<file path="src/psa_pkg.sv">
// Shared types and constants for the priority scheduler with aging.
package psa_pkg;

   typedef enum logic [1:0] {
      OP_TICK    = 2'd0,
      OP_ADD     = 2'd1,
      OP_REMOVE  = 2'd2,
      OP_REQUEUE = 2'd3
   } op_type;

   typedef enum logic [1:0] {
      ST_OK        = 2'd0,
      ST_NOT_FOUND = 2'd1,
      ST_FULL      = 2'd2
   } status_type;

   localparam logic [0:0] REG_THRESHOLD = 1'b0;
   localparam logic [0:0] REG_IDLE_ID   = 1'b1;

   localparam logic [3:0] STARVE_RESET = 4'd5;

   typedef enum logic [3:0] {
      S_IDLE,
      S_SEARCH_RD,
      S_SEARCH_CHK,
      S_SHIFT_RD,
      S_SHIFT_WR,
      S_PUSH,
      S_TICK_PICK,
      S_POP_RD,
      S_POP_SHIFT_WR,
      S_DONE
   } state_type;

endpackage

</file>
<file path="src/priority_scheduler_with_aging_unit.sv">
// Flow: a tick that keeps its task goes from accept straight to the result state, an add
// passes the push state first. Remove and requeue scan the queued entries one by one and
// compact by reading and writing each moved entry; a switching tick pops one level the
// same way. Throughput: one item at a time; the next item is accepted once the result is
// registered. Reset: counters, current task and control clear at once; queue memory is
// not cleared, since only entries below a count are read.
module priority_scheduler_with_aging_unit
   import psa_pkg::*;
#(
   parameter int TOP_LEVEL   = 7,
   parameter int QUEUE_DEPTH = 64
) (
   input  logic        clock,
   input  logic        reset,
   input  logic        req_valid,
   output logic        req_ready,
   input  logic [1:0]  req_operation,
   input  logic [5:0]  req_task_id,
   input  logic [2:0]  req_task_priority,
   input  logic        req_still_running,
   input  logic        req_task_is_ready,
   output logic        rsp_valid,
   input  logic        rsp_ready,
   output logic [5:0]  rsp_running_id,
   output logic [2:0]  rsp_running_priority,
   output logic        rsp_switched,
   output logic [1:0]  rsp_status,
   input  logic        csr_psel,
   input  logic        csr_penable,
   input  logic        csr_pwrite,
   input  logic [2:0]  csr_paddr,
   input  logic [31:0] csr_pwdata,
   output logic [31:0] csr_prdata,
   output logic        csr_pready
);

   localparam int NL = TOP_LEVEL + 1;
   localparam int LW = 3;
   localparam int AW = (QUEUE_DEPTH > 1) ? $clog2(QUEUE_DEPTH) : 1;
   localparam int CW = $clog2(QUEUE_DEPTH + 1);
   localparam logic [LW-1:0] TOP = LW'(TOP_LEVEL);

   // Queue memory: one word per (level, slot).
   logic [5:0] mem [NL*(2**AW)];
   logic       mem_we;
   logic [LW+AW-1:0] mem_waddr, mem_raddr;
   logic [5:0] mem_wdata, mem_rdata;

   always_ff @(posedge clock) begin
      if (mem_we) mem[mem_waddr] <= mem_wdata;
      mem_rdata <= mem[mem_raddr];
   end

   function automatic logic [LW+AW-1:0] maddr(input logic [LW-1:0] l, input logic [CW-1:0] i);
      maddr = {l, i[AW-1:0]};
   endfunction

   state_type state_ff, state_in;
   logic [3:0]  thr_ff, thr_in;
   logic [5:0]  idle_ff, idle_in;
   logic [CW-1:0] cnt_ff [NL];
   logic [CW-1:0] cnt_in [NL];
   logic [3:0]  stv_ff [NL];
   logic [3:0]  stv_in [NL];
   logic [5:0]  cur_ff, cur_in;
   logic [LW-1:0] curl_ff, curl_in;
   logic [7:0]  qc_ff, qc_in;
   logic [8:0]  ql_ff, ql_in;
   op_type      op_ff, op_in;
   logic [5:0]  id_ff, id_in;
   logic [LW-1:0] lv_ff, lv_in;      // level for push / first search
   logic [LW-1:0] sl_ff, sl_in;      // level being searched or compacted
   logic [3:0]  step_ff, step_in;    // search order position
   logic [CW-1:0] ix_ff, ix_in;
   logic [1:0]  st_ff, st_in;
   logic        sw_ff, sw_in;
   logic        ov_ff, ov_in;
   logic [5:0]  res_id_ff;
   logic [LW-1:0] res_lv_ff;
   logic        res_sw_ff;
   logic [1:0]  res_st_ff;

   logic req_fire, rsp_fire, csr_wr;
   assign req_ready = (state_ff == S_IDLE);
   assign req_fire  = req_valid && req_ready;
   assign rsp_valid = ov_ff;
   assign rsp_fire  = ov_ff && rsp_ready;
   assign csr_pready = 1'b1;
   assign csr_wr = csr_psel && csr_penable && csr_pwrite;

   always_comb begin
      csr_prdata = '0;
      if (csr_paddr[2] == REG_IDLE_ID) csr_prdata[5:0] = idle_ff;
      else csr_prdata[3:0] = thr_ff;
   end

   // Search order position to level: own level first, then others ascending.
   function automatic logic [LW-1:0] ord_lv(input logic [3:0] s, input logic [LW-1:0] f);
      logic [3:0] k;
      k = s - 4'd1;
      if (s == 4'd0) ord_lv = f;
      else if (k[LW-1:0] >= f) ord_lv = k[LW-1:0] + LW'(1);
      else ord_lv = k[LW-1:0];
   endfunction

   always_comb begin
      logic [7:0] q;
      state_in = state_ff;
      thr_in = thr_ff; idle_in = idle_ff;
      cnt_in = cnt_ff; stv_in = stv_ff;
      cur_in = cur_ff; curl_in = curl_ff; qc_in = qc_ff; ql_in = ql_ff;
      op_in = op_ff; id_in = id_ff; lv_in = lv_ff; sl_in = sl_ff;
      step_in = step_ff; ix_in = ix_ff;
      st_in = st_ff; sw_in = sw_ff; ov_in = ov_ff;
      mem_we = 1'b0; mem_waddr = '0; mem_wdata = '0; mem_raddr = '0;
      q = (qc_ff == 8'hFF) ? qc_ff : qc_ff + 8'd1;
      if (rsp_fire) ov_in = 1'b0;
      if (csr_wr) begin
         if (csr_paddr[2] == REG_IDLE_ID) idle_in = csr_pwdata[5:0];
         else thr_in = csr_pwdata[3:0];
      end
      unique case (state_ff)
         S_IDLE: if (req_fire) begin
            op_in = op_type'(req_operation);
            id_in = req_task_id;
            lv_in = (req_task_priority > TOP) ? TOP : req_task_priority;
            st_in = ST_OK; sw_in = 1'b0;
            unique case (op_type'(req_operation))
               OP_TICK: begin
                  if (req_still_running && {1'b0, q} < ql_ff) begin
                     qc_in = q; state_in = S_DONE;
                  end else if (req_still_running) begin
                     lv_in = curl_ff; id_in = cur_ff; state_in = S_PUSH;
                  end else state_in = S_TICK_PICK;
               end
               OP_ADD: state_in = S_PUSH;
               OP_REMOVE: begin
                  step_in = '0; ix_in = '0; state_in = S_SEARCH_RD;
               end
               default: begin
                  step_in = '0; ix_in = '0;
                  state_in = req_task_is_ready ? S_SEARCH_RD : S_DONE;
               end
            endcase
         end
         S_SEARCH_RD: begin
            sl_in = ord_lv(step_ff, lv_ff);
            if (ix_ff < cnt_ff[ord_lv(step_ff, lv_ff)]) begin
               mem_raddr = maddr(ord_lv(step_ff, lv_ff), ix_ff);
               state_in = S_SEARCH_CHK;
            end else if (step_ff == 4'(TOP_LEVEL)) begin
               st_in = ST_NOT_FOUND; state_in = S_DONE;
            end else begin
               step_in = step_ff + 4'd1; ix_in = '0;
            end
         end
         S_SEARCH_CHK: begin
            if (mem_rdata == id_ff) begin
               cnt_in[sl_ff] = cnt_ff[sl_ff] - CW'(1);
               state_in = S_SHIFT_RD;
            end else begin
               ix_in = ix_ff + CW'(1); state_in = S_SEARCH_RD;
            end
         end
         // Compaction: move entry ix+1 down to ix, reading it in S_SHIFT_RD and writing it in S_SHIFT_WR.
         S_SHIFT_RD: begin
            if (ix_ff + CW'(1) < cnt_ff[sl_ff] + CW'(1) && ix_ff < cnt_ff[sl_ff]) begin
               mem_raddr = maddr(sl_ff, ix_ff + CW'(1));
               state_in = S_SHIFT_WR;
            end else if (op_ff == OP_REQUEUE) state_in = S_PUSH;
            else if (op_ff == OP_TICK) state_in = S_DONE;
            else state_in = S_DONE;
         end
         S_SHIFT_WR: begin
            mem_we = 1'b1; mem_waddr = maddr(sl_ff, ix_ff); mem_wdata = mem_rdata;
            ix_in = ix_ff + CW'(1);
            state_in = S_SHIFT_RD;
         end
         S_PUSH: begin
            if (cnt_ff[lv_ff] >= CW'(QUEUE_DEPTH)) st_in = ST_FULL;
            else begin
               mem_we = 1'b1; mem_waddr = maddr(lv_ff, cnt_ff[lv_ff]); mem_wdata = id_ff;
               cnt_in[lv_ff] = cnt_ff[lv_ff] + CW'(1);
            end
            state_in = (op_ff == OP_TICK) ? S_TICK_PICK : S_DONE;
         end
         S_TICK_PICK: begin
            // Age, then choose; aging result is computed inline.
            logic [3:0] a [NL];
            logic [LW-1:0] pl;
            logic pf, sf;
            pf = 1'b0; sf = 1'b0; pl = '0;
            for (int l = 0; l < NL; l++) begin
               if (cnt_ff[l] != '0) a[l] = (stv_ff[l] < thr_ff) ? stv_ff[l] + 4'd1 : stv_ff[l];
               else a[l] = '0;
               stv_in[l] = a[l];
            end
            for (int l = 0; l < NL; l++)
               if (cnt_ff[l] != '0 && a[l] >= thr_ff) begin sf = 1'b1; pl = LW'(l); end
            if (!sf)
               for (int l = 0; l < NL; l++)
                  if (cnt_ff[l] != '0) begin pf = 1'b1; pl = LW'(l); end
            sw_in = 1'b1; qc_in = '0;
            if (sf || pf) begin
               sl_in = pl; curl_in = pl; ix_in = '0;
               stv_in[pl] = '0;
               mem_raddr = maddr(pl, '0);
               ql_in = 9'd1 << pl;
               state_in = S_POP_RD;
            end else begin
               cur_in = idle_ff; curl_in = '0; ql_in = 9'd1; state_in = S_DONE;
            end
         end
         S_POP_RD: begin
            cur_in = mem_rdata;
            cnt_in[sl_ff] = cnt_ff[sl_ff] - CW'(1);
            state_in = S_SHIFT_RD;
         end
         S_POP_SHIFT_WR: state_in = S_DONE;
         S_DONE: begin
            if (!ov_ff || rsp_fire) begin
               ov_in = 1'b1; state_in = S_IDLE;
            end
         end
         default: state_in = S_IDLE;
      endcase
   end

   always_ff @(posedge clock) begin
      if (reset) begin
         state_ff <= S_IDLE;
         thr_ff <= STARVE_RESET; idle_ff <= '0;
         for (int l = 0; l < NL; l++) begin cnt_ff[l] <= '0; stv_ff[l] <= '0; end
         cur_ff <= '0; curl_ff <= '0; qc_ff <= '0; ql_ff <= '0;
         ov_ff <= 1'b0;
      end else begin
         state_ff <= state_in;
         thr_ff <= thr_in; idle_ff <= idle_in;
         cnt_ff <= cnt_in; stv_ff <= stv_in;
         cur_ff <= cur_in; curl_ff <= curl_in; qc_ff <= qc_in; ql_ff <= ql_in;
         ov_ff <= ov_in;
      end
      op_ff <= op_in; id_ff <= id_in; lv_ff <= lv_in; sl_ff <= sl_in;
      step_ff <= step_in; ix_ff <= ix_in;
      st_ff <= st_in; sw_ff <= sw_in;
   end

   // The result is captured when it is handed over, so the next item may start at once.
   always_ff @(posedge clock) begin
      if (state_ff == S_DONE && (!ov_ff || rsp_fire)) begin
         res_id_ff <= cur_ff;
         res_lv_ff <= curl_ff;
         res_sw_ff <= sw_ff;
         res_st_ff <= st_ff;
      end
   end

   assign rsp_running_id = res_id_ff;
   assign rsp_running_priority = res_lv_ff;
   assign rsp_switched = res_sw_ff;
   assign rsp_status = res_st_ff;

`ifndef SYNTHESIS
   a_rsp_hold: assert property (@(posedge clock) disable iff (reset)
      rsp_valid && !rsp_ready |=> rsp_valid && $stable(rsp_running_id))
      else $error("result dropped while stalled");
   a_no_accept_busy: assert property (@(posedge clock) disable iff (reset)
      state_ff != S_IDLE |-> !req_ready)
      else $error("item accepted while busy");
   a_switch_status: assert property (@(posedge clock) disable iff (reset)
      rsp_valid && rsp_switched |-> rsp_status != ST_NOT_FOUND)
      else $error("switch flagged with a not-found status");
`endif

endmodule

</file>
<file path="config.mk">
export PLATFORM = sky130hd
export DESIGN_NAME = priority_scheduler_with_aging_unit
export DESIGN_NICKNAME = d
export VERILOG_FILES = /design/src/psa_pkg.sv /design/src/priority_scheduler_with_aging_unit.sv
export SDC_FILE = /design/constraint.sdc
export NUM_CORES = 2
export LEC_CHECK = 0
export ABC_AREA = 0
export BUFFER_PORTS_ARGS = -buffer_cell sky130_fd_sc_hd__buf_2
export CAP_MARGIN = 25
export CELL_PAD_IN_SITES_DETAIL_PLACEMENT = 1
export CELL_PAD_IN_SITES_GLOBAL_PLACEMENT = 1
export CORE_ASPECT_RATIO = 0.7
export CORE_MARGIN = 5
export CORE_UTILIZATION = 41
export CTS_BUF_LIST = sky130_fd_sc_hd__clkbuf_16
export CTS_CLUSTER_SIZE = 24
export DETAILED_ROUTE_END_ITERATION = 6
export PLACE_DENSITY_LB_ADDON = 0.1
export SETUP_SLACK_MARGIN = 0.3
export SLEW_MARGIN = 10
export SYNTH_ARGS = -nofsm -noshare
export SYNTH_HDL_FRONTEND = slang
export SYNTH_SLANG_ARGS = --single-unit
</file>
<file path="constraint.sdc">
create_clock -name clock -period 12.8 [get_ports clock]
set_clock_uncertainty 0.2 [all_clocks]
set_input_delay 2.56 -clock clock [delete_from_list [all_inputs] [get_ports clock]]
set_output_delay 2.56 -clock clock [all_outputs]
set_load 0.05 [all_outputs]
</file>
=== Word level (Yosys, flattened, before mapping) ===
Memories as Yosys holds them, arrays and structs flattened. A register that Yosys moved wholly into a read port is not among the register bits.
Index checks and enable logic that the tools add are counted.

* Flip-flop bits (word level): 169
* Memories kept: 1
* RAM bits: 3072
* Input bits: 55

* Shifts and indexed selects: 1
* Add/subtract/negate cells: 16
* Equal/unequal tests: 30
* Reductions and logical operators: 54
* Magnitude comparators: 30
* Muxes and demuxes: 152
* Bitwise gates (word level): 7

{| class="wikitable"
|+ Memories
! memory !! words !! bits a word !! rd ports !! clocked after Yosys merged registers in !! write ports !! RTL line !! text
|-
| mem || 512 || 6 || 1 || 1 || 1 || priority_scheduler_with_aging_unit.sv:44 || <nowiki>logic [5:0] mem [NL*(2**AW)];</nowiki>
|}

{| class="wikitable"
|+ Operators with widths
! operator !! number
|-
| $pmux W56 S3 || 1
|-
| $mux W4 || 40
|-
| $bwmux W56 || 2
|-
| $mux W56 || 2
|-
| $mux W7 || 14
|-
| $mux W3 || 25
|-
| $bmux W7 S3 || 3
|-
| $reduce_bool A7 Y1 || 8
|-
| $mux W9 || 5
|-
| $demux W7 S3 || 2
|-
| $add A4 B1 Y4 const B || 9
|-
| $pmux W4 S9 || 1
|-
| $pmux W7 S5 || 1
|-
| $and A32 B32 Y32 || 1
|-
| $ge A4 B4 Y1 || 8
|-
| $lt A4 B4 Y1 || 8
|-
| $mux W32 || 1
|-
| $mux W8 || 4
|-
| $not A32 Y32 || 1
|-
| $mux W6 || 5
|-
| $mux W1 || 27
|-
| $pmux W9 S3 || 1
|-
| $pmux W6 S2 || 2
|-
| $ne A2 B2 Y1 const B || 11
|-
| other kinds (48) || 108
|}

=== Logic depth before layout (Yosys ltp) ===
* Word-level depth: 31
* Gate-level depth with buffers: 36
* Gate-level depth less buffers: 26

=== Worst setup path before layout ===
Ideal clock, no wire load.

* Path kind: register to register
* Start point: reg lv_ff[0]
* End point: mem mem[0][0] (data pin)
* Slack: 2047 ps
* Path buffers: 4
* Cell stages (with the launch flop): 9
* Data required time: 11071 ps
* Data arrival time: 9025 ps
* Path through: edfxtp_1 > clkbuf_1 > buf_1 > mux4_2 > mux2i_1 > and2_1 > clkbuf_1 > clkbuf_1 > a22o_1

* Cells in the longest elaborated chain, start to end: 7

{| class="wikitable"
|+ RTL lines
! what !! RTL line !! text
|-
| from (decl) || priority_scheduler_with_aging_unit.sv:71 || <nowiki>logic [LW-1:0] lv_ff, lv_in;</nowiki>
|-
| from (signal assigned) || priority_scheduler_with_aging_unit.sv:243 || <nowiki>op_ff <= op_in; id_ff <= id_in; lv_ff <= lv_in; sl_ff <= sl_in;</nowiki>
|-
| $not A3 Y4 (not written as such) || priority_scheduler_with_aging_unit.sv:180 || <nowiki>if (cnt_ff[lv_ff] >= CW'(QUEUE_DEPTH)) st_in = ST_FULL;</nowiki>
|-
| $bmux W7 S3 || priority_scheduler_with_aging_unit.sv:180 ||
|-
| $mux W7 (not written as such) (2 in a row) || priority_scheduler_with_aging_unit.sv:180 ||
|-
| $ge A7 B7 Y1 || priority_scheduler_with_aging_unit.sv:180 ||
|-
| $mux W6 || priority_scheduler_with_aging_unit.sv:180 ||
|-
| $pmux W6 S2 || priority_scheduler_with_aging_unit.sv:122 || <nowiki>unique case (state_ff)</nowiki>
|-
| named net mem_wdata[0] || priority_scheduler_with_aging_unit.sv:47 || <nowiki>logic [5:0] mem_wdata, mem_rdata;</nowiki>
|-
| to (decl) || priority_scheduler_with_aging_unit.sv:44 ||
|}

The timed path passes the listed nets, and every way through them passes these cells. The select of a mux whose other input is x is not followed.

=== Worst setup path after layout ===
* Start point: reg step_ff[0]
* End point: reg mem_rdata[1], read port of mem

* Cells in the longest elaborated chain, start to end: 12
* Elaborated cells between the ends (all ways): 14

{| class="wikitable"
|+ RTL lines
! what !! RTL line !! text
|-
| from (decl) || priority_scheduler_with_aging_unit.sv:73 || <nowiki>logic [3:0] step_ff, step_in;</nowiki>
|-
| from (signal assigned) || priority_scheduler_with_aging_unit.sv:244 || <nowiki>step_ff <= step_in; ix_ff <= ix_in;</nowiki>
|-
| $sub A3 B1 Y3 || priority_scheduler_with_aging_unit.sv:100 || <nowiki>k = s - 4'd1;</nowiki>
|-
| $add A3 B1 Y3 or $ge A3 B3 Y1 (tied branches) || priority_scheduler_with_aging_unit.sv:102 || <nowiki>else if (k[LW-1:0] >= f) ord_lv = k[LW-1:0] + LW'(1);</nowiki>
|-
| $mux W3 || priority_scheduler_with_aging_unit.sv:102 ||
|-
| $mux W3 * || priority_scheduler_with_aging_unit.sv:101 || <nowiki>if (s == 4'd0) ord_lv = f;</nowiki>
|-
| $mux W3 || priority_scheduler_with_aging_unit.sv:122 ||
|-
| $not A3 Y4 (not written as such) || priority_scheduler_with_aging_unit.sv:148 || <nowiki>if (ix_ff < cnt_ff[ord_lv(step_ff, lv_ff)]) begin</nowiki>
|-
| $bmux W7 S3 || priority_scheduler_with_aging_unit.sv:148 ||
|-
| $mux W7 (not written as such) (2 in a row) || priority_scheduler_with_aging_unit.sv:148 ||
|-
| $lt A7 B7 Y1 || priority_scheduler_with_aging_unit.sv:148 ||
|-
| $mux W9 * || priority_scheduler_with_aging_unit.sv:148 ||
|-
| $pmux W9 S3 * || priority_scheduler_with_aging_unit.sv:122 ||
|-
| to (decl) || priority_scheduler_with_aging_unit.sv:47 ||
|}

Mark *: on every way between the ends. The rest lies on a longest branch, timed or not. The select of a mux whose other input is x is not followed.
A chain may end at the register's enable or synchronous reset.

==> results.md <==
- Largest net degree at the start of global routing: 199
- Largest family of logic cells by synthesized area: simple AND/OR/NAND/NOR gates
- Hold_sp: sw_ff$_DFFE_PP_
- H-Tree Depth: 5
- Logic pwr share: 23.0%
- Gpl congestion: 0.8703
- Net Sw Power: 9.428 mW
- Pwr dens: 188.3 nW/um^2
- Vias in the first global route: 88,790
- Final hold viol count: 0
- Max-Cap Viols: 0
- Cell count after synthesis: 10,040
- Crit start category: flop
- Clk slew on worst S/H paths: 60 ps
- WS Path Type: flop to flop
- Initial antenna violation count: 46
- Worst EP required: 13,350 ps
- Status: finished clean
- Final ANT Viol Nets: 0
- Clock network power share: 34.2%
- RSZ-0062 raised after global routing: no
- Hpwl dp: 314,500 um
- Top Ports: 102
- Synth async-reset ratio: 0%
- Total power: 28.50 mW
- CTS tree: done
- Post-Syn Area: 134,900 sq um
- Synthesis-to-finish area growth: 12.23%
- DP Area: 140,600 sq um
- Final period util: 85.64%
- Die area: 340,700 sq um
- Internal power: 19.08 mW
- Final Instance Area: 151,400 sq um
- Post-synthesis compound-gate area fraction: 7.101%
- Switching Share: 33.08%
- Number of cells upsized or downsized after cts: 0
- GR Util All Layers: 28.88%
- Synthesis Warnings: 0
- Crit path launch: step_ff[0]$_SDFFCE_PN0P_
- First-pass GRT wire length: 701,200 um
- Sequential Power Share: 42.8%
- LEAKAGE: 51.54 nW
- Hold-fix buffers, CTS: 0
- Synth Register Bits: 3,246
- Via density: 6.186
- Worst-Margin Slew: 1257 ps
- Final worst slack: 1838 ps
- # rows: 176
- Die height: 489.9 um
- Total grt overflow: 0
- Die W: 695.6 um
- Clk_lat worst skew: 930 ps
- CP Capture Type: flop
- DP Worst Slack: 1769 ps
- TritonRoute pass-1 iters: 5
- DRC violations left: 0
- Seq/Total Area, Yosys: 71.27%
- Period minus WS final: 10,960 ps
- Synth Area per Inst: 13.44 sq um
- Max clock buf depth: 4
- Adder-cell share of the synthesized area: 0.9461%
- Starting Density: 41.11%
- Critical Path Fanout Max: 17
- Wirelength, routed: 502,200 um
- Slew Limit Fails: 0
- Reg-to-reg critical path startpoint: step_ff[0]$_SDFFCE_PN0P_
- Most used DFF post-synth: edfxtp_1
- Top cells by area, synth: edfxtp_1, nand2_1, mux2i_1
- Endpoints failing setup: 0
- Post-synth top area share: 69.28%
- Yosys cell types: 103
- TNS Setup: 0 ps
- Fraction of layout cells with a size suffix above 1: 10.13%
- Biggest area consumer among synthesized cells: edfxtp_1
- Post-CTS Setup Inserts: 0
- CORE AREA: 328,100 sq um
- Post-synth EDFFs: 3,112
- Via Count: 90,900
- Worst hold path class: flop to flop
- Clk sinks: 3,246
- Xor/xnor share of the synthesized area: 0.3896%
- Fmax: 91.23 MHz
- Clk root buf: clkbuf_16
- Post-DR wirelength/cell: 34.18 um
- Number of port buffers: 46
- Max rail drop VDD: 0.1363 mV
- Post-Synth Simple-Gate Area: 12.77%
- Nets: 10,210
- Slew HR: 16.17%
- Multiplexer share of the synthesized area: 4.979%
- Crit path arrival time: 11,520 ps
- CTS buffer count: 335
- DR iter-0 viols: 12,400
[logic make-up after synthesis]
group,count (synthesis)
buffers and inverters,741
flip-flops,3246
XOR/XNOR,60
other,2
AO/OA/AOI/OAI,1323
adder cells (fa/ha/maj),102
multiplexers,539
AND/OR/NAND/NOR,4025
[power groups by stage]
stage,Clock [mW],Sequential (mW),Combinational (mW)
2_1_floorplan,0,12.6,3.32
3_3_place_gp,0,12.4,6.26
3_5_place_dp,0,12.4,6.36
4_1_cts,9.87,12.2,6.39
5_1_grt,10.3,12.2,6.76
6_report,9.75,12.2,6.55
[registers in the layout, indices dropped and copies added (netlist names), 3 cells and up]
| name | flops |
|---|---|
| cnt_ff | 56 |
| cur_ff | 6 |
| curl_ff | 3 |
| id_ff | 6 |
| idle_ff | 6 |
| ix_ff | 7 |
| lv_ff | 3 |
| mem | 3072 |
| mem_rdata | 6 |
| qc_ff | 8 |
| ql_ff | 8 |
| rsp_running_id | 6 |
| rsp_running_priority | 3 |
| sl_ff | 3 |
| state_ff | 4 |
| step_ff | 4 |
| stv_ff | 32 |
| thr_ff | 4 |
[routing by layer]
| metal | GRT usage, % | vias up | wire [um] |
|---|---|---|---|
| met4 | 8.427 | 6 | 15940 |
| li1 | - | 37900 | - |
| met1 | 44.10 | 47810 | 223900 |
| met3 | 5.614 | 727 | 49360 |
| met5 | 0 | - | 37 |
| met2 | 41.68 | 4455 | 213000 |
[placed cells by master, fill, tap and decap left out, types with 65 or more instances in the layout]
cell | Yosys | routed
a21oi_1 | 181 | 181
buf_4 | 67 | 241
nor2_1 | 838 | 821
mux4_2 | 103 | 103
a32oi_1 | 198 | 198
a31oi_1 | 234 | 234
edfxtp_1 | 3112 | 3112
mux2i_1 | 414 | 414
o21ai_0 | 90 | 90
clkbuf_16 | 0 | 344
ha_1 | 102 | 102
nand3_1 | 793 | 791
a211oi_1 | 66 | 65
o22ai_1 | 74 | 74
dfxtp_1 | 134 | 134
nand2_1 | 2007 | 1985
inv_1 | 50 | 127
a22oi_1 | 129 | 129
nand4_1 | 120 | 120
clkinv_1 | 0 | 71
and3_1 | 87 | 86
[per-stage QoR]
| step | hold WS (ps) | cells | utilization, % |
|---|---|---|---|
| 2_1_floorplan | 200.3 | 10060 | - |
| 3_3_place_gp | 206.4 | 14060 | 42.82 |
| 6_report | 198.9 | 14690 | 46.14 |
| 3_5_place_dp | 211.0 | 14070 | 42.86 |
| 4_1_cts | 196.5 | 14680 | 46.10 |
| 5_1_grt | 229.8 | 14680 | 46.13 |
[cell usage after synthesis (37+ instances only)]
cell,n
buf_1,62
clkbuf_1,289
mux4_2,103
nand4_1,120
ha_1,102
edfxtp_1,3112
dfxtp_1,134
a211oi_1,66
a221oi_1,42
o21ai_0,90
a22oi_1,129
nand2_1,2007
and3_1,87
o22ai_1,74
a31oi_1,234
nor3_1,37
o211ai_1,53
a21oi_1,181
a32oi_1,198
nand3_1,793
buf_4,67
buf_2,262
mux2i_1,414
nor2_1,838
inv_1,50
[worst paths after layout]
kind | endpoint | slack (ps) | cells after the start
setup / recovery | mem_rdata[1]$_DFF_P_ | 1840 | 26
hold / removal | rsp_switched$_DFFE_PP_ | 200 | 0
setup reg to reg | mem_rdata[1]$_DFF_P_ | 1840 | 26
hold reg to reg | rsp_switched$_DFFE_PP_ | 200 | 0
[critical path: stages, from the launching register on]
cell,delay (ps)
edfxtp_1,630
inv_1,300
ha_1,350
xor2_1,180
ha_1,320
nand2_1,80
o21ai_2,280
a21oi_1,180
o21ai_2,800
mux4_2,620
mux2i_1,480
ha_1,330
and2_1,160
a221oi_1,910
and2_1,340
nand2_1,330
o22ai_1,270
nand2_1,150
a21oi_4,810
buf_4,420
a221oi_1,200
a31oi_1,460
o31a_1,480
o211a_1,230
or3b_1,340
o21ai_0,710
nand4b_1,170
[final cells by class]
type	instances	area, sq um
antenna	13	32.53
clock buffer	344	8608
clock inverter	265	2048
fill	32710	176700
inverter	52	197.7
multi-input combinational	6076	35910
sequential	3246	96130
tap	4361	5456
timing repair buffer	337	2998
Note: power is estimated with default switching activity, not from simulation.
